`src/hw/rtl/trs_pkg.sv`:
```
// Shared widths, constants and payload types of the TRS model matrix pipeline.
package trs_pkg;

  localparam int PosW   = 32;
  localparam int QuatW  = 16;
  localparam int ScaleW = 16;
  localparam int EntryW = 24;
  localparam int ProdW  = 2 * QuatW;
  localparam int RotW   = ProdW + 2;
  localparam int MulW   = RotW + ScaleW;
  localparam int Shift  = 22;
  localparam int QW     = MulW - Shift;
  localparam int NumEnt = 9;

  localparam logic signed [RotW-1:0] ONE_Q28    = RotW'(64'sd268435456);
  localparam logic signed [MulW-1:0] ROUND_BIAS = MulW'(64'sd2097152);

  typedef struct packed {
    logic signed [PosW-1:0] x;
    logic signed [PosW-1:0] y;
    logic signed [PosW-1:0] z;
  } pos_t;

  typedef struct packed {
    logic signed [ScaleW-1:0] x;
    logic signed [ScaleW-1:0] y;
    logic signed [ScaleW-1:0] z;
  } scale_t;

  // fields that ride along with each word down the pipe
  typedef struct packed {
    pos_t   pos;
    scale_t scale;
  } side_t;

  typedef struct packed {
    logic signed [QuatW-1:0] w;
    logic signed [QuatW-1:0] x;
    logic signed [QuatW-1:0] y;
    logic signed [QuatW-1:0] z;
  } quat_t;

  typedef struct packed {
    logic signed [ProdW-1:0] xx;
    logic signed [ProdW-1:0] yy;
    logic signed [ProdW-1:0] zz;
    logic signed [ProdW-1:0] xy;
    logic signed [ProdW-1:0] xz;
    logic signed [ProdW-1:0] yz;
    logic signed [ProdW-1:0] wx;
    logic signed [ProdW-1:0] wy;
    logic signed [ProdW-1:0] wz;
  } prod_t;

  // round half up, drop Shift fraction bits, clamp to the entry range
  function automatic logic signed [EntryW-1:0] round_sat(input logic signed [MulW-1:0] p);
    logic signed [MulW-1:0] s;
    logic signed [QW-1:0]   q;
    logic                   ovf;
    s   = p + ROUND_BIAS;
    q   = $signed(s[MulW-1:Shift]);
    ovf = (q[QW-1:EntryW-1] != {(QW-EntryW+1){q[EntryW-1]}});
    if (ovf) begin
      round_sat = q[QW-1] ? {1'b1, {(EntryW-1){1'b0}}} : {1'b0, {(EntryW-1){1'b1}}};
    end else begin
      round_sat = $signed(q[EntryW-1:0]);
    end
  endfunction

endpackage

```
`src/hw/rtl/trs_rot.sv`:
```
// Stage 2: sums the products into the nine rotation entries (Q.28).
module trs_rot (
  input  logic                              clk,
  input  logic                              rst_n,
  input  logic                              in_valid,
  output logic                              in_ready,
  input  trs_pkg::prod_t                    in_prod,
  input  trs_pkg::side_t                    in_side,
  output logic                              out_valid,
  input  logic                              out_ready,
  output logic signed [trs_pkg::RotW-1:0]   out_rot [trs_pkg::NumEnt],
  output trs_pkg::side_t                    out_side
);

  logic                             valid_r;
  logic signed [trs_pkg::RotW-1:0]  rot_r   [trs_pkg::NumEnt];
  logic signed [trs_pkg::RotW-1:0]  rot_nxt [trs_pkg::NumEnt];
  trs_pkg::side_t                   side_r;
  logic signed [trs_pkg::RotW-1:0]  xx, yy, zz, xy, xz, yz, wx, wy, wz;
  logic                             load;

  assign in_ready = !valid_r || out_ready;
  assign load     = in_valid && in_ready;

  always_comb begin
    xx = trs_pkg::RotW'(in_prod.xx);
    yy = trs_pkg::RotW'(in_prod.yy);
    zz = trs_pkg::RotW'(in_prod.zz);
    xy = trs_pkg::RotW'(in_prod.xy);
    xz = trs_pkg::RotW'(in_prod.xz);
    yz = trs_pkg::RotW'(in_prod.yz);
    wx = trs_pkg::RotW'(in_prod.wx);
    wy = trs_pkg::RotW'(in_prod.wy);
    wz = trs_pkg::RotW'(in_prod.wz);
    // column-major: m00 m10 m20 m01 m11 m21 m02 m12 m22
    rot_nxt[0] = trs_pkg::ONE_Q28 - ((yy + zz) <<< 1);
    rot_nxt[1] = (xy + wz) <<< 1;
    rot_nxt[2] = (xz - wy) <<< 1;
    rot_nxt[3] = (xy - wz) <<< 1;
    rot_nxt[4] = trs_pkg::ONE_Q28 - ((xx + zz) <<< 1);
    rot_nxt[5] = (yz + wx) <<< 1;
    rot_nxt[6] = (xz + wy) <<< 1;
    rot_nxt[7] = (yz - wx) <<< 1;
    rot_nxt[8] = trs_pkg::ONE_Q28 - ((xx + yy) <<< 1);
  end

  always_ff @(posedge clk) begin
    if (!rst_n) begin
      valid_r <= 1'b0;
    end else if (in_ready) begin
      valid_r <= in_valid;
    end
  end

  always_ff @(posedge clk) begin
    if (load) begin
      rot_r  <= rot_nxt;
      side_r <= in_side;
    end
  end

  assign out_valid = valid_r;
  assign out_rot   = rot_r;
  assign out_side  = side_r;

endmodule

```
`config.mk`:
```
export PLATFORM = sky130hd
export DESIGN_NAME = trs_rot
export DESIGN_NICKNAME = d
export VERILOG_FILES = /design/src/hw/rtl/trs_pkg.sv /design/src/hw/rtl/trs_rot.sv
export SDC_FILE = /design/constraint.sdc
export NUM_CORES = 1
export LEC_CHECK = 0
export BUFFER_PORTS_ARGS = -buffer_cell sky130_fd_sc_hd__buf_2
export CAP_MARGIN = 0
export CORE_AREA = 2 2 345 347
export DETAILED_ROUTE_END_ITERATION = 16
export DIE_AREA = 0 0 347 349
export PLACE_DENSITY = 0.56
export SLEW_MARGIN = 20
export SYNTH_ARGS = -nofsm -noshare
export SYNTH_HDL_FRONTEND = slang
export SYNTH_SLANG_ARGS = --single-unit
export TNS_END_PERCENT = 5
```
`constraint.sdc`:
```
create_clock -name clk -period 20.3 [get_ports clk]
set_input_delay 3.045 -clock clk [delete_from_list [all_inputs] [get_ports clk]]
set_output_delay 3.045 -clock clk [all_outputs]
set_load 0.02 [all_outputs]
```
; ---- After elaboration in Yosys (flattened, before gate mapping)
; Index checks and enable logic that the tools add are counted.
[totals]
input_bits = 436
word_cells = 31
out_inout_bits = 452
ff_bits = 445
[op_classes]
n_reduce_logical = 3
n_addsub = 12
[op_table]
columns = cell, count
row1 = 32-bit by 32-bit adder with 33-bit output, 6
row2 = 30-bit by 34-bit subtractor with 34-bit output (first input constant), 3
row3 = 32-bit by 32-bit subtractor with 33-bit output, 3
row4 = 1-bit logical AND, 1
row5 = 1-bit logical NOT, 1
row6 = 1-bit logical OR, 1

; ---- Longest topological paths before layout
; Gate-level depths: netlist (run 1).
[depth]
word_depth = 3
mapped_depth = 16

; ---- Least setup slack after synthesis (run 1)
; OpenSTA, ideal clock, no wires.
[synth_path]
kind = input port to flip-flop
from = in out_ready
to = reg rot_r, in the netlist out_rot[100], enable pin
t_arrival_ps = 13232
cell_stages = 2
setup_ps = 857
path_slack_ps = 6211
cell_sequence = nand2b_1 and2_1
[synth_between]
elab_chain_len = 2
[synth_rtl]
columns = item, line_no
row1 = start: declaration, trs_rot.sv:10  ; input logic out_ready,
row2 = 1-bit logical OR, trs_rot.sv:22  ; assign in_ready = !valid_r || out_ready;
row3 = 1-bit logical AND, trs_rot.sv:23  ; assign load = in_valid && in_ready;
row4 = named net load, trs_rot.sv:20  ; logic load;
row5 = end signal: assignment, trs_rot.sv:57  ; rot_r <= rot_nxt;
row6 = end: declaration, trs_rot.sv:16  ; logic signed [trs_pkg::RotW-1:0] rot_r [trs_pkg::NumEnt];
; The timed path passes the listed nets, and every way through them passes these cells.
; A chain may end at the register's enable or synchronous reset.

==> impl_metrics.csv, run 1 <==
group,metric,value,unit
synth,syn_avg_cell_area,10.3,um^2
power_and_ir_drop,share_clk_of_total_power,0.339,
placement,dp_slack,12.78,ns
sta,fmax,147,MHz
worst_setup_path,cp-start-kind,"input port",
synth,post_synth_num_cell_types,99,
synth,ys_warn_count,0,
detailed_routing,first_iter_violations,1593,
clocking,buffers_from_clock_root_to_sink_at_most,3,
sta,timing_worst_slew_pin_value,0.987,ns
clocking,setup_fix_bufs_post_cts,0,
clocking,post_cts.resized_instances,0,
placement,place_hpwl,93.7,mm
worst_setup_path,endpoint_kind,"flip-flop",
sta,hold_ws,0.590,ns
synth,synth.top_cell.area_share,0.446,
synth,synth.cells.most_frequent,"438 x sky130_fd_sc_hd__edfxtp_1, 294 x sky130_fd_sc_hd__nor2_1, 291 x sky130_fd_sc_hd__ha_1",
detailed_routing,wl,112,mm
status,outcome,"finished clean",
synth,ys_async_sr_fraction,0,
worst_setup_path,reg2reg_depth,5,
clocking,cts_inserted_buffers,57,
placement,dp.cells,5201,
min_path,hold_path_class,"reg -> reg",
floorplanning,dieArea,121000,um^2
sta,post_route_setup_tns,0,ns
synth,synth_largest_area_cell,"sky130_fd_sc_hd__edfxtp_1",
power_and_ir_drop,power.share.sequential,0.371,
power_and_ir_drop,internal-power,2.12,mW
synth,number_of_cells_produced_by_synthesis,2868,
worst_setup_path,setup.worst_path.class,"in -> reg",
placement,routability_congestion,0.934,
detailed_routing,drc_errors,0,
clocking,clock_tree.root_cell,"sky130_fd_sc_hd__clkbuf_16",
min_path,hold_path_depth,2,
power_and_ir_drop,cellLeakagePower,16.1,nW
floorplanning,floorplan.rows,126,
floorplanning,initial_utilization,0.251,
power_and_ir_drop,p_sw_frac,0.332,
finish,net_count_final,4460,
clocking,insertion_delay,0.63,ns
sta,finalSetupViolations,0,
power_and_ir_drop,cellPowerDensity,84.6,nW/um^2
detailed_routing,vias,25200,
synth,yosys-top-cells-area,"sky130_fd_sc_hd__edfxtp_1 45%, sky130_fd_sc_hd__ha_1 12%, sky130_fd_sc_hd__xnor2_1 6.4%",
synth,post_synth_edffs,438,
detailed_routing,dr.pass1.iters,5,
sta,skew,0.0170,ns
detailed_routing,route.detailed.wl_per_inst,21.1,um
clocking,tritoncts_clock_tree,"built",
floorplanning,die_height,349,um
worst_setup_path,critical_path.max_fanout,6,
worst_setup_path,worst-endpoint-required,20.69,ns
global_routing,antenna_found_initial,53,
synth,sequential_share_of_the_synthesized_area,0.446,
power_and_ir_drop,comb_power_share,0.291,
clocking,path_clk_slew,0.06,ns
detailed_routing,detail_route.vias_per_cell,4.73,
floorplanning,core-area,117000,um^2
global_routing,grt_pass1_vias,24700,
sta,hold_viol_final,0,
sta,rsz0062_at_grt,"no",
global_routing,grt_pass1_wl,159,mm
sta,postLayoutSetupSlackWorst,13.51,ns
clocking,clock_sink_count,439,
global_routing,grt_start_max_net_pins,145,
global_routing,grt_overflow,0,
placement,buffer_ports.inserted,878,
floorplanning,pin_count,888,
finish,fraction_of_final_layout_cells_sized_beyond_drive_strength_1,0.270,
power_and_ir_drop,largest_vdd_supply_drop,0.0609,mV
worst_setup_path,r2r_slack,16.19,ns
floorplanning,floorplan.die.width,347,um
sta,min_period_over_period,0.334,
finish,finalNonFillerCells,5317,
worst_setup_path,critPathArrivalTime,7.18,ns
global_routing,grt_use_total,0.176,
sta,layout_min_cycle_time,6.79,ns
finish,layout.filler_cells,12300,
sta,timing_max_transition_violations_final,0,
detailed_routing,drtAntennaViolNets,0,
finish,synthToLayoutAreaGrowth,27.1,%
job,number_of_maximum_capacitance_violations,0,
clocking,cts.hold.buffers_added,0,
synth,yosys_register_bits,439,
synth,flip_flop_cell_with_the_highest_count_after_synthesis,"sky130_fd_sc_hd__edfxtp_1",
sta,relSlewSlack,0.337,
power_and_ir_drop,switching_power,1.05,mW
synth,yosysMostFrequentCell,"sky130_fd_sc_hd__edfxtp_1",
synth,syn-cell-area,29500,um^2
clocking,cts_htree_levels,2,
critical path, stage by stage:
cell,delay (ns)
sky130_fd_sc_hd__buf_2,0.10
sky130_fd_sc_hd__ha_1,0.21
sky130_fd_sc_hd__inv_1,0.07
sky130_fd_sc_hd__fa_1,0.40
sky130_fd_sc_hd__nand2b_1,0.21
sky130_fd_sc_hd__a21oi_1,0.43
sky130_fd_sc_hd__mux2i_1,0.26
sky130_fd_sc_hd__a211oi_1,0.13
sky130_fd_sc_hd__nor4b_2,0.47
sky130_fd_sc_hd__o211ai_1,0.21
sky130_fd_sc_hd__or3_1,0.49
sky130_fd_sc_hd__nor4_1,0.26
sky130_fd_sc_hd__a21oi_1,0.20
sky130_fd_sc_hd__or4_1,0.55
sky130_fd_sc_hd__xnor2_1,0.14
layout make-up:
cell class,instances,area [um^2],area share
multi-input cells,2111,15100,0.402
flip-flops and latches,439,13200,0.351
repair buffers,887,4470,0.119
well taps,1536,1920,0.0513
clock buffers,65,1460,0.0388
inverters,228,856,0.0228
clock inverters,35,490,0.0131
diodes,16,40.0,0.00107
stage by stage:
stage	instance area [um^2]	total power [mW]	utilization
after floorplan	29500	1.80	-
after global routing	37500	3.33	0.319
final	37500	3.17	0.319
after global placement	35500	2.11	0.302
after CTS	37500	3.22	0.319
after detailed placement	35500	2.12	0.302
final timing paths:
| kind | end | start |
|---|---|---|
| worst max register to register | out_rot[281]$_DFFE_PP_ | out_valid$_SDFFE_PN0N_ |
| worst min register to register | out_valid$_SDFFE_PN0N_ | out_valid$_SDFFE_PN0N_ |
| worst min-delay path | out_valid$_SDFFE_PN0N_ | out_valid$_SDFFE_PN0N_ |
| worst max-delay path | out_rot[33]$_DFFE_PP_ | in_prod[224] |
registers in the layout, summed over array words and instances (netlist names):
| name | flops |
|---|---|
| out_valid | 1 |
| out_side | 144 |
| out_rot | 294 |
kinds of logic (layout without fill, tap and decap cells):
kind of cell / Yosys count / after routing / share of synthesized area
adder cells (fa/ha/maj): 300 / 300 / 0.129
other: 1 / 25 / 0.000127
multiplexers: 7 / 7 / 0.00246
flip-flops: 439 / 439 / 0.446
AND/OR/NAND/NOR: 766 / 766 / 0.127
AO/OA/AOI/OAI: 715 / 715 / 0.158
buffers and inverters: 326 / 1215 / 0.0436
XOR/XNOR: 314 / 314 / 0.0932
power groups by stage:
stage / clock [mW] / combinational [mW] / sequential [mW]
2_1_floorplan: 0 / 0.468 / 1.33
3_3_place_gp: 0 / 0.919 / 1.20
3_5_place_dp: 0 / 0.921 / 1.20
4_1_cts: 1.11 / 0.926 / 1.18
5_1_grt: 1.14 / 1.00 / 1.18
6_report: 1.08 / 0.922 / 1.18
placed cells by master (no fill, tap or decap), drive strengths merged, types with 15 or more instances in the layout:
cell type,instances
o21ai,141
o31ai,17
edfxtp,438
nor4,22
nor3,65
clkinv,19
nand2b,41
xor2,100
nor2b,31
o21a,36
buf,887
a211oi,25
or3,21
o21bai,48
inv,230
and3,32
diode,16
nand4,15
a21o,63
nand3,49
a21oi,229
nor2,296
o211ai,17
xnor2,214
clkbuf,65
nand2,128
ha,291
a31oi,21
per-layer routing:
| metal | wire [um] | GRT usage | up-vias | share of wire |
|---|---|---|---|---|
| met3 | 9100 | 0.0520 | 230 | 0.081 |
| li1 | - | - | 12100 | - |
| met5 | 305 | 0 | - | 0.0027 |
| met2 | 55300 | 0.310 | 891 | 0.49 |
| met4 | 4370 | 0.0688 | 52 | 0.039 |
| met1 | 43300 | 0.199 | 11900 | 0.39 |
(Power assumes the default switching activity.)
==> inputs of run 2 (changes only) <==
==> constraint.sdc (replaced) <==
create_clock -name clk -period 6.9 [get_ports clk]
set_input_delay 1.035 -clock clk [delete_from_list [all_inputs] [get_ports clk]]
set_output_delay 1.035 -clock clk [all_outputs]
set_load 0.02 [all_outputs]
==> impl_metrics.csv, run 2 (synthesis results as in run 1) <==
group,metric,value,unit
floorplanning,pin_count,888,
sta,fmax,210,MHz
detailed_routing,dr.pass1.iters,6,
sta,hold_viol_final,0,
finish,fin_util,0.318,
finish,fraction_of_final_layout_cells_sized_beyond_drive_strength_1,0.269,
sta,timing_worst_slew_pin_value,0.834,ns
floorplanning,core-area,117000,um^2
worst_setup_path,endpoint_kind,"flip-flop",
floorplanning,floorplan.die.width,347,um
sta,min_period_over_period,0.690,
detailed_routing,drc_errors,0,
placement,buffer_ports.inserted,878,
detailed_routing,drtAntennaViolNets,0,
global_routing,grt_start_max_net_pins,124,
clocking,tritoncts_clock_tree,"built",
detailed_routing,vias,25100,
placement,routability_congestion,0.963,
finish,largest_register_ffs,294,
sta,hold_ws,0.547,ns
clocking,cts.hold.buffers_added,0,
global_routing,grt_use_total,0.171,
clocking,clock_tree.root_cell,"sky130_fd_sc_hd__clkbuf_16",
finish,net_count_final,4461,
sta,layout_min_cycle_time,4.76,ns
power_and_ir_drop,cellLeakagePower,16.1,nW
job,number_of_maximum_capacitance_violations,0,
worst_setup_path,setup.worst_path.class,"in -> reg",
sta,relSlewSlack,0.444,
clocking,post_cts.resized_instances,0,
power_and_ir_drop,power,9.07,mW
floorplanning,initial_utilization,0.251,
global_routing,grt_pass1_vias,24700,
clocking,clock_sink_count,439,
clocking,path_clk_slew,0.06,ns
power_and_ir_drop,p_sw_frac,0.340,
detailed_routing,wl,109,mm
detailed_routing,detail_route.vias_per_cell,4.72,
clocking,setup_fix_bufs_post_cts,0,
detailed_routing,first_iter_violations,1520,
power_and_ir_drop,cellPowerDensity,243,nW/um^2
global_routing,grt_pass1_wl,157,mm
finish,synthToLayoutAreaGrowth,26.6,%
floorplanning,dieArea,121000,um^2
detailed_routing,route.detailed.wl_per_inst,20.6,um
sta,rsz0062_at_grt,"no",
sta,skew,0.0236,ns
floorplanning,floorplan.rows,126,
sta,timing_max_transition_violations_final,0,
power_and_ir_drop,power.share.sequential,0.382,
clocking,cts_htree_levels,2,
worst_setup_path,cp-start-kind,"input port",
finish,final_cell_mix,"878 x sky130_fd_sc_hd__buf_2, 438 x sky130_fd_sc_hd__edfxtp_1, 294 x sky130_fd_sc_hd__nor2_1, 291 x sky130_fd_sc_hd__ha_1, 228 x sky130_fd_sc_hd__inv_1",
min_path,hold_path_class,"reg -> reg",
clocking,insertion_delay,0.65,ns
floorplanning,die_height,349,um
worst_setup_path,critical_path.max_fanout,6,
clocking,buffers_from_clock_root_to_sink_at_most,3,
status,outcome,"finished clean",
worst_setup_path,reg2reg_depth,3,
placement,place_hpwl,90.7,mm
worst_setup_path,worst-endpoint-required,7.27,ns
sta,finalSetupViolations,0,
power_and_ir_drop,largest_vdd_supply_drop,0.202,mV
clocking,cts_inserted_buffers,58,
worst_setup_path,critPathArrivalTime,5.13,ns
min_path,hold_path_depth,2,
power_and_ir_drop,switching_power,3.08,mW
finish,mostFrequentLayoutCell,"sky130_fd_sc_hd__buf_2",
global_routing,antenna_found_initial,27,
sta,post_route_setup_tns,0,ns
power_and_ir_drop,comb_power_share,0.298,
power_and_ir_drop,internal-power,5.98,mW
power_and_ir_drop,share_clk_of_total_power,0.319,
global_routing,grt_overflow,0,
[run 2: cell count changes in the layout (fill, tap and decap cells not counted), sizes merged]
| cell | change |
|---|---|
| bufinv | -8 |
| clkbuf | +9 |
| clkinv | +2 |
| clkinvlp | +3 |
| diode | -6 |
| inv | -1 |
[run 2: metal layers]
metal	wire length (um)	track usage	vias up
li1	-	-	12100
met1	44200	0.202	12000
met2	55700	0.314	842
met3	6820	0.0366	157
met4	2570	0.0441	20
met5	138	0	-
[run 2: path summary, 6_finish.rpt]
path                          start                     end  slack, ns
max reg2reg  out_valid$_SDFFE_PN0N_   out_rot[10]$_DFFE_PP_       4.63
min reg2reg  out_valid$_SDFFE_PN0N_  out_valid$_SDFFE_PN0N_       0.55
max                    in_prod[224]   out_rot[33]$_DFFE_PP_       2.14
min          out_valid$_SDFFE_PN0N_  out_valid$_SDFFE_PN0N_       0.55
[run 2: through the flow]
| stage | cells | instance area [um^2] | setup slack (ns) |
|---|---|---|---|
| after floorplan | 2876 | 29500 | 2.09 |
| after global placement | 5201 | 35500 | 1.56 |
| after detailed placement | 5201 | 35500 | 1.51 |
| after CTS | 5306 | 37300 | 2.18 |
| after global routing | 5311 | 37300 | 1.90 |
| final | 5316 | 37300 | 2.14 |
[run 2: cell type report]
| cell class | count | area, um^2 |
|---|---|---|
| Inverter | 228 | 856 |
| Fill cell | 12200 | 80100 |
| Multi-Input combinational cell | 2111 | 15100 |
| Clock inverter | 31 | 269 |
| Antenna cell | 10 | 25.0 |
| Sequential cell | 439 | 13200 |
| Clock buffer | 74 | 1520 |
| Tap cell | 1536 | 1920 |
| Timing Repair Buffer | 887 | 4500 |
[run 2: power groups by stage]
stage | clock network (mW) | logic, mW | registers [mW]
finish | 2.90 | 2.70 | 3.47
global route | 3.10 | 2.93 | 3.49
CTS | 3.00 | 2.71 | 3.48
detailed placement | 0 | 2.69 | 3.52
global placement | 0 | 2.70 | 3.52
floorplan | 0 | 1.38 | 3.87
[run 2: worst max-delay path, cell delays in order]
cell                       delay [ns]
sky130_fd_sc_hd__buf_2           0.10
sky130_fd_sc_hd__ha_1            0.22
sky130_fd_sc_hd__inv_1           0.07
sky130_fd_sc_hd__fa_1            0.39
sky130_fd_sc_hd__nand2b_1        0.20
sky130_fd_sc_hd__a21oi_1         0.40
sky130_fd_sc_hd__o31ai_1         0.14
sky130_fd_sc_hd__a21boi_0        0.22
sky130_fd_sc_hd__nor4b_2         0.50
sky130_fd_sc_hd__o211ai_1        0.22
sky130_fd_sc_hd__or3_1           0.50
sky130_fd_sc_hd__nor4_1          0.24
sky130_fd_sc_hd__a21oi_1         0.20
sky130_fd_sc_hd__or4_1           0.55
sky130_fd_sc_hd__xnor2_1         0.15
